`src/rtl/fwrr_pkg.sv`:
```
package fwrr_pkg;

  // fixed field widths and the default entry count
  localparam int OP_W            = 2;
  localparam int IDX_FIELD_W     = 10;
  localparam int DATA_W          = 32;
  localparam int DEFAULT_ENTRIES = 1024;

  // operation codes
  typedef enum logic [OP_W-1:0] {
    OP_ADD   = 2'd0,
    OP_SUM   = 2'd1,
    OP_POINT = 2'd2
  } op_t;

  // controller states
  typedef enum logic [3:0] {
    S_CLEAR,
    S_IDLE,
    S_CHECK,
    S_A_MUL,
    S_A_LOADA,
    S_A_WALKA,
    S_A_LOADB,
    S_A_WALKB,
    S_Q1_LOAD,
    S_Q1_WALK,
    S_Q1_MUL,
    S_Q1_COMB,
    S_Q2_LOAD,
    S_Q2_WALK,
    S_Q2_MUL,
    S_Q2_COMB
  } state_t;

  // start point of a prefix walk
  typedef enum logic [1:0] {
    POS_HI,
    POS_LO,
    POS_LO_M1
  } pos_sel_t;

  // multiplier operand selection
  typedef enum logic [1:0] {
    MUL_D_LO,
    MUL_D_HI1,
    MUL_ACC_N
  } mul_sel_t;

  // commands from controller to datapath
  typedef struct packed {
    logic     clear_en;
    logic     capture;
    logic     mul_en;
    mul_sel_t mul_sel;
    logic     load_a;
    logic     load_b;
    logic     add_step;
    logic     q_load;
    pos_sel_t pos_sel;
    logic     q_step;
    logic     comb_first;
    logic     comb_second;
    logic     set_point;
    logic     out_load;
  } cmd_t;

  // status from datapath to controller
  typedef struct packed {
    logic            clear_done;
    logic            bad;
    logic [OP_W-1:0] op;
    logic            lo_zero;
    logic            walk_end;
    logic            qwalk_done;
  } stat_t;

endpackage

```
`src/rtl/fwrr_ctrl.sv`:
```
module fwrr_ctrl (
  input  logic            clk,
  input  logic            rst,
  input  logic            req_valid,
  output logic            req_ready,
  output logic            rsp_valid,
  input  logic            rsp_ready,
  input  fwrr_pkg::stat_t st,
  output fwrr_pkg::cmd_t  cmd
);
  import fwrr_pkg::*;

  state_t state;
  state_t state_next;
  logic   out_valid;

  // state register and result valid flag
  always_ff @(posedge clk) begin
    if (rst) begin
      state     <= S_CLEAR;
      out_valid <= 1'b0;
    end else begin
      state <= state_next;
      if (cmd.out_load) begin
        out_valid <= 1'b1;
      end else if (rsp_ready) begin
        out_valid <= 1'b0;
      end
    end
  end

  // next state
  always_comb begin
    state_next = state;
    case (state)
      S_CLEAR:   if (st.clear_done) state_next = S_IDLE;
      S_IDLE:    if (req_valid) state_next = S_CHECK;
      S_CHECK: begin
        if (st.bad) begin
          state_next = S_Q2_COMB;
        end else if (st.op == OP_ADD) begin
          state_next = S_A_MUL;
        end else begin
          state_next = S_Q1_LOAD;
        end
      end
      S_A_MUL:   state_next = S_A_LOADA;
      S_A_LOADA: state_next = S_A_WALKA;
      S_A_WALKA: if (st.walk_end) state_next = S_A_LOADB;
      S_A_LOADB: state_next = S_A_WALKB;
      S_A_WALKB: if (st.walk_end) state_next = S_Q2_COMB;
      S_Q1_LOAD: state_next = S_Q1_WALK;
      S_Q1_WALK: begin
        if (st.qwalk_done) begin
          state_next = (st.op == OP_POINT) ? S_Q2_COMB : S_Q1_MUL;
        end
      end
      S_Q1_MUL:  state_next = S_Q1_COMB;
      S_Q1_COMB: state_next = st.lo_zero ? S_Q2_COMB : S_Q2_LOAD;
      S_Q2_LOAD: state_next = S_Q2_WALK;
      S_Q2_WALK: if (st.qwalk_done) state_next = S_Q2_MUL;
      S_Q2_MUL:  state_next = S_Q2_COMB;
      S_Q2_COMB: if (cmd.out_load) state_next = S_IDLE;
      default:   state_next = S_CLEAR;
    endcase
  end

  // S_Q2_COMB doubles as the result hand-off state; the second combine
  // only applies for a two-sided range sum, gated by a one-shot flag
  logic comb2_done;
  always_ff @(posedge clk) begin
    if (rst) begin
      comb2_done <= 1'b0;
    end else if (state == S_Q2_COMB) begin
      comb2_done <= !(cmd.out_load);
    end else begin
      comb2_done <= 1'b0;
    end
  end

  logic two_sided;
  always_ff @(posedge clk) begin
    if (rst) begin
      two_sided <= 1'b0;
    end else if (state == S_Q2_MUL) begin
      two_sided <= 1'b1;
    end else if (state == S_IDLE) begin
      two_sided <= 1'b0;
    end
  end

  // command outputs
  always_comb begin
    cmd         = '0;
    cmd.mul_sel = MUL_D_LO;
    cmd.pos_sel = POS_HI;
    req_ready   = 1'b0;
    case (state)
      S_CLEAR: cmd.clear_en = 1'b1;
      S_IDLE: begin
        req_ready   = 1'b1;
        cmd.capture = req_valid;
      end
      S_A_MUL: begin
        cmd.mul_en  = 1'b1;
        cmd.mul_sel = MUL_D_LO;
      end
      S_A_LOADA: begin
        cmd.load_a  = 1'b1;
        cmd.mul_en  = 1'b1;
        cmd.mul_sel = MUL_D_HI1;
      end
      S_A_WALKA: cmd.add_step = 1'b1;
      S_A_LOADB: cmd.load_b   = 1'b1;
      S_A_WALKB: cmd.add_step = 1'b1;
      S_Q1_LOAD: begin
        cmd.q_load  = 1'b1;
        cmd.pos_sel = (st.op == OP_POINT) ? POS_LO : POS_HI;
      end
      S_Q1_WALK: begin
        cmd.q_step    = 1'b1;
        cmd.set_point = st.qwalk_done && (st.op == OP_POINT);
      end
      S_Q1_MUL: begin
        cmd.mul_en  = 1'b1;
        cmd.mul_sel = MUL_ACC_N;
      end
      S_Q1_COMB: cmd.comb_first = 1'b1;
      S_Q2_LOAD: begin
        cmd.q_load  = 1'b1;
        cmd.pos_sel = POS_LO_M1;
      end
      S_Q2_WALK: cmd.q_step = 1'b1;
      S_Q2_MUL: begin
        cmd.mul_en  = 1'b1;
        cmd.mul_sel = MUL_ACC_N;
      end
      S_Q2_COMB: begin
        // for a two-sided sum combine once on entry, then hand the result off
        if (two_sided && !comb2_done) begin
          cmd.comb_second = 1'b1;
        end else begin
          cmd.out_load = !out_valid || rsp_ready;
        end
      end
      default: cmd = '0;
    endcase
  end

  assign rsp_valid = out_valid;

endmodule

```
`config.mk`:
```
export PLATFORM = sky130hd
export DESIGN_NAME = fwrr_ctrl
export DESIGN_NICKNAME = d
export VERILOG_FILES = /design/src/rtl/fwrr_pkg.sv /design/src/rtl/fwrr_ctrl.sv
export SDC_FILE = /design/constraint.sdc
export NUM_CORES = 1
export LEC_CHECK = 0
export BUFFER_PORTS_ARGS = -buffer_cell sky130_fd_sc_hd__buf_4
export CORE_MARGIN = 1.5
export CORE_UTILIZATION = 46
export CTS_CLUSTER_DIAMETER = 60
export DETAILED_ROUTE_END_ITERATION = 8
export PLACE_DENSITY = 0.77
export SYNTH_ARGS = -nofsm -noshare
export SYNTH_HDL_FRONTEND = slang
export SYNTH_SLANG_ARGS = --single-unit
export TNS_END_PERCENT = 20
```
`constraint.sdc`:
```
create_clock -name clk -period 1.8 [get_ports clk]
set_clock_uncertainty 0.1 [all_clocks]
set_input_delay 0.09 -clock clk [delete_from_list [all_inputs] [get_ports clk]]
set_output_delay 0.09 -clock clk [all_outputs]
set_load 0.05 [all_outputs]
```
=== After elaboration in Yosys (flattened, before gate mapping) ===
Cells that the tools add are included.
W data, S select, Z words.

* Equality and inequality tests: 23
* Multiplexer cells: 32
* Bitwise gates (word level): 1
* Reduce and logical (&&, ||, !) cells: 15

{| class="wikitable"
|+ Operator list
! kind !! number
|-
| $pmux W4 S16 || 1
|-
| $mux W4 || 9
|-
| $eq A4 B4 Y1 const B || 8
|-
| $mux W1 || 18
|-
| $eq A4 B3 Y1 const B || 4
|-
| $ne A2 B2 Y1 const B || 7
|-
| $pmux W3 S3 || 1
|-
| $eq A4 B2 Y1 const B || 2
|-
| $reduce_or A2 Y1 || 4
|-
| $reduce_and A7 Y1 || 1
|-
| $pmux W3 S2 || 1
|-
| $eq A4 B1 Y1 const B || 1
|-
| $logic_not A4 Y1 || 1
|-
| $reduce_bool A2 Y1 || 2
|-
| $logic_not A1 Y1 || 3
|-
| $mux W3 || 1
|-
| $eq A2 B2 Y1 const B || 1
|-
| $logic_and A1 B1 Y1 || 2
|-
| $logic_not A2 Y1 || 1
|-
| $mux W2 || 1
|-
| $logic_or A1 B1 Y1 || 1
|-
| $not A1 Y1 || 1
|}

* Register bits: 7
* Bits of input ports: 11
* Output and inout bits: 18
* Logic and storage cells: 75

=== Logic depth before layout (Yosys ltp) ===
* Depth after elaboration: 6
* Gate-level depth with buffers: 6
* Gate-level depth less buffers: 4

=== Worst setup path before layout ===
OpenSTA, ideal clock, no wires.

* Path kind: register to output
* Start: register state[1]
* End: output port cmd[14] (netlist name)
* Arrival time: 2,440 ps
* Required time: 1,610 ps
* Path slack: -830 ps
* Stages on the path, launching flop included: 5
* Path buffers: 2
* Cells stage by stage: dfxtp_1 -> buf_2 -> clkbuf_1 -> nor3b_1 -> and2_1

{| class="wikitable"
|+ RTL lines
! what !! RTL line !! source
|-
| start: declaration || fwrr_ctrl.sv:13 || <nowiki>state_t state;</nowiki>
|-
| start signal: assignment || fwrr_ctrl.sv:23 || <nowiki>state <= state_next;</nowiki>
|-
| end: declaration || fwrr_ctrl.sv:9 || <nowiki>output fwrr_pkg::cmd_t cmd</nowiki>
|}

==> results.py <==
metrics = {
    "critical_path": {
        "worstRegToRegCells": 4,
        "timing.setup.critical_path_class": "reg2out",
        "worstSetupEndpointType": "output port",
        "crit_family": "simple AND/OR/NAND/NOR gates",
        "cp_launch_type": "register",
        "crit_buf_inv": 1,
        "max_stage_delay_ns": 0.38,
        "critPathArrivalTime_ns": 1.49,
        "crit_chain": "or2_1 -> nor3b_2 -> and2_1 -> buf_4",
        "critPathSlowestCell": "sky130_fd_sc_hd__dfxtp_2",
        "ff2ff_setup_slack_ns": 0.21,
        "critical_path_peak_fanout": 14,
        "cp.required_ns": 1.61,
        "crit-reg2reg-launch": "state[3]$_SDFFE_PP0P_",
        "worstReg2RegEnd": "state[2]$_SDFFE_PP0P_",
    },
    "logic_synthesis": {
        "synth-edff-count": 0,
        "fraction_of_synthesized_cell_area_taken_by_the_top_area_cell_type_pct": 20.6,
        "post_synth_instance_area_sq_um": 681,
        "yosys_warnings": 0,
        "syn_avg_cell_area_sq_um": 7.65,
        "synth_largest_area_cell": "sky130_fd_sc_hd__dfxtp_1",
        "synthFlopType": "sky130_fd_sc_hd__dfxtp_1",
        "synth-seq-area-share_pct": 20.6,
        "postSynthNetCount": 100,
        "asyncSetResetFlopFracSynth_pct": 0,
        "ranking_of_synthesized_cells_by_area": "sky130_fd_sc_hd__dfxtp_1 (21%), sky130_fd_sc_hd__nor3b_1 (5.5%), sky130_fd_sc_hd__nand2_1 (3.9%)",
        "synth_cell_type_count": 41,
        "synth.cells.most_frequent": "sky130_fd_sc_hd__dfxtp_1 (7), sky130_fd_sc_hd__nand2_1 (7), sky130_fd_sc_hd__buf_2 (5), sky130_fd_sc_hd__nor3b_1 (5)",
        "postSynthRegisterBits": 7,
        "synthCells": 89,
    },
    "floorplan": {
        "rows": 13,
        "floorplan.die_area_sq_um": 1720,
        "dieWidth_um": 41.5,
        "floorplan.io_pins": 29,
        "die_height_um": 41.5,
        "design.core.area_sq_um": 1330,
        "starting_density_of_the_core_pct": 51.0,
    },
    "hold_path": {
        "min_from": "rsp_ready",
        "hold_path_end": "rsp_valid$_SDFFE_PP0P_",
        "worst_hold_path.num_cells": 3,
        "timing.hold.worst.class": "in2reg",
    },
    "routing": {
        "via_count": 786,
        "detailedRoute.firstIterationViolations": 4,
        "postRouteWirelength_um": 1720,
        "post-route-drc-count": 0,
        "dr.pass1.iters": 4,
        "vias_per_cell": 5.70,
        "postRouteAntennaNets": 0,
        "route.detailed.wl_per_inst_um": 12.5,
    },
    "global_routing": {
        "grt_pass1_vias": 652,
        "wire_length_of_the_first_global_routing_pass_um": 2740,
        "antenna_found_initial": 0,
        "grt_max_degree": 15,
        "gr-usage-all-layers_pct": 20.6,
        "gr-total-overflow": 0,
    },
    "clock_network": {
        "clk_pin_slew_ns": 0.05,
        "clock_net_sink_count": 7,
        "cts_setup_buffers": 0,
        "tritoncts.num_buffers": 3,
        "clk_latency_ns": 0.26,
        "cts-htree-levels": 1,
        "ctsLongestPathBuffers": 2,
        "cts_tree": "done",
        "ctsRootBufferMaster": "sky130_fd_sc_hd__clkbuf_4",
    },
    "timing": {
        "setup_violations": 0,
        "final.hold.worst_slack_ns": 0.0518,
        "hold_viol_final": 0,
        "tightest_slew_ns": 0.269,
        "normalized_max_slew_margin_pct": 82.1,
        "maxSlewViolCount": 0,
        "timing.fmax_mhz": 594,
        "final.period_utilization_pct": 93.5,
        "fin_ws_ns": 0.116,
        "setup_tns_ns": 0,
        "rsz_0062_raised_after_global_routing": "no",
        "min_period_ns": 1.68,
    },
    "cells_and_area": {
        "fraction_of_final_layout_cells_with_drive_strength_greater_than_1_pct": 42.3,
        "multi_input_comb_area_sq_um": 505,
        "num_antenna_cells": 0,
        "layout.cell_area.non_filler_sq_um": 1000,
        "area_delta_synth_final_pct": 46.9,
        "num-nets-final": 135,
        "area.sequential_sq_um": 144,
        "fillCellCount": 111,
    },
    "place": {
        "place.gp.congestion": 0.826,
        "detailed_place_hpwl_um": 1360,
        "placed_cell_area_sq_um": 950,
        "pre_cts_ws_ns": 0.150,
        "buffer_ports.inserted": 28,
    },
    "pwr": {
        "cellLeakagePower_nw": 0.464,
        "cellPowerDensity_nw_per_um2": 500,
        "worst_ir_drop_vdd_uv": 455,
    },
    "flow_run": {
        "cap_violations": 0,
    },
    "status": {
        "run_status": "finished, final reports clean",
    },
}
## registers in the layout (all words and copies together), names as in the netlist
name / count
comb2_done: 1
state: 4
two_sided: 1
rsp_valid: 1
## worst min-delay path, cell delays in order
cell,delay (ns)
sky130_fd_sc_hd__buf_4,0.07
sky130_fd_sc_hd__nand2b_1,0.12
sky130_fd_sc_hd__a21oi_1,0.07
## worst max-delay path by stage
stage                          startpoint                     to  slack (ns)  depth (start not counted)
finish              state[2]$_SDFFE_PP0P_                cmd[14]        0.12                          4
global route        state[2]$_SDFFE_PP0P_                cmd[14]        0.01                          4
CTS                 state[3]$_SDFFE_PP0P_                cmd[13]        0.04                          5
detailed placement  state[2]$_SDFFE_PP0P_  state[2]$_SDFFE_PP0P_        0.15                          4
global placement    state[2]$_SDFFE_PP0P_  state[2]$_SDFFE_PP0P_        0.19                          4
floorplan           state[1]$_SDFFE_PP0P_  state[2]$_SDFFE_PP0P_       -0.41                          5
## per-stage QoR
| stage | std cells | power (mW) | util [%] |
|---|---|---|---|
| finish | 138 | 0.500 | 75.0 |
| global route | 138 | 0.528 | 75.0 |
| CTS | 138 | 0.504 | 74.8 |
| detailed placement | 132 | 0.354 | 71.2 |
| global placement | 132 | 0.353 | 71.2 |
| floorplan | 89 | 0.292 | - |
## metal layers
metal / routed length (um) / GRT usage (%)
met2: 822 / 34.7
met3: 111 / 5.22
met5: 0 / 0
met4: 21 / 7.74
met1: 765 / 24.9
## cell type report
cell class | count | area share, %
Timing Repair Buffer | 38 | 29.0
Multi-Input combinational cell | 70 | 50.6
Sequential cell | 7 | 14.4
Clock buffer | 4 | 2.63
Inverter | 4 | 1.50
Tap cell | 15 | 1.88
## where the power goes
| group | internal, mW | switching (mW) | leakage [nW] |
|---|---|---|---|
| logic | 0.0838 | 0.106 | 0.391 |
| clock network | 0.0846 | 0.0584 | 0.0150 |
| registers | 0.160 | 0.00715 | 0.0582 |
## what timing repair did
item,4_1_cts,5_1_grt
endpoints found under the hold margin,3,0
hold buffers,2,0
gates resized for setup,1,2
endpoints found under the setup margin,1,3
## cells in the final DEF (no fill, tap or decap), types with 2 or more instances in the layout
master / netlist / routed
sky130_fd_sc_hd__dfxtp_1: 7 / 4
sky130_fd_sc_hd__or3_1: 3 / 3
sky130_fd_sc_hd__a31oi_1: 2 / 2
sky130_fd_sc_hd__and3b_1: 2 / 2
sky130_fd_sc_hd__and3_1: 2 / 2
sky130_fd_sc_hd__a21oi_1: 3 / 3
sky130_fd_sc_hd__clkbuf_4: 0 / 3
sky130_fd_sc_hd__o21ai_0: 3 / 3
sky130_fd_sc_hd__dlygate4sd3_1: 0 / 2
sky130_fd_sc_hd__o2bb2ai_1: 2 / 2
sky130_fd_sc_hd__nor3_1: 4 / 4
sky130_fd_sc_hd__and2_1: 2 / 2
sky130_fd_sc_hd__dfxtp_2: 0 / 3
sky130_fd_sc_hd__nor2_1: 4 / 4
sky130_fd_sc_hd__nand4_1: 2 / 2
sky130_fd_sc_hd__nand2_1: 7 / 7
sky130_fd_sc_hd__inv_1: 4 / 4
sky130_fd_sc_hd__buf_4: 0 / 36
sky130_fd_sc_hd__nand2b_1: 4 / 4
sky130_fd_sc_hd__nor3b_1: 5 / 3
sky130_fd_sc_hd__nand3b_1: 3 / 3
## kinds of logic after synthesis
group / Yosys count / synth area share, %
compound gates: 21 / 25.0
buf+inv: 12 / 7.54
flops: 7 / 20.6
mux: 1 / 1.47
simple gates: 48 / 45.4
Power figures use the tool's default switching activity.
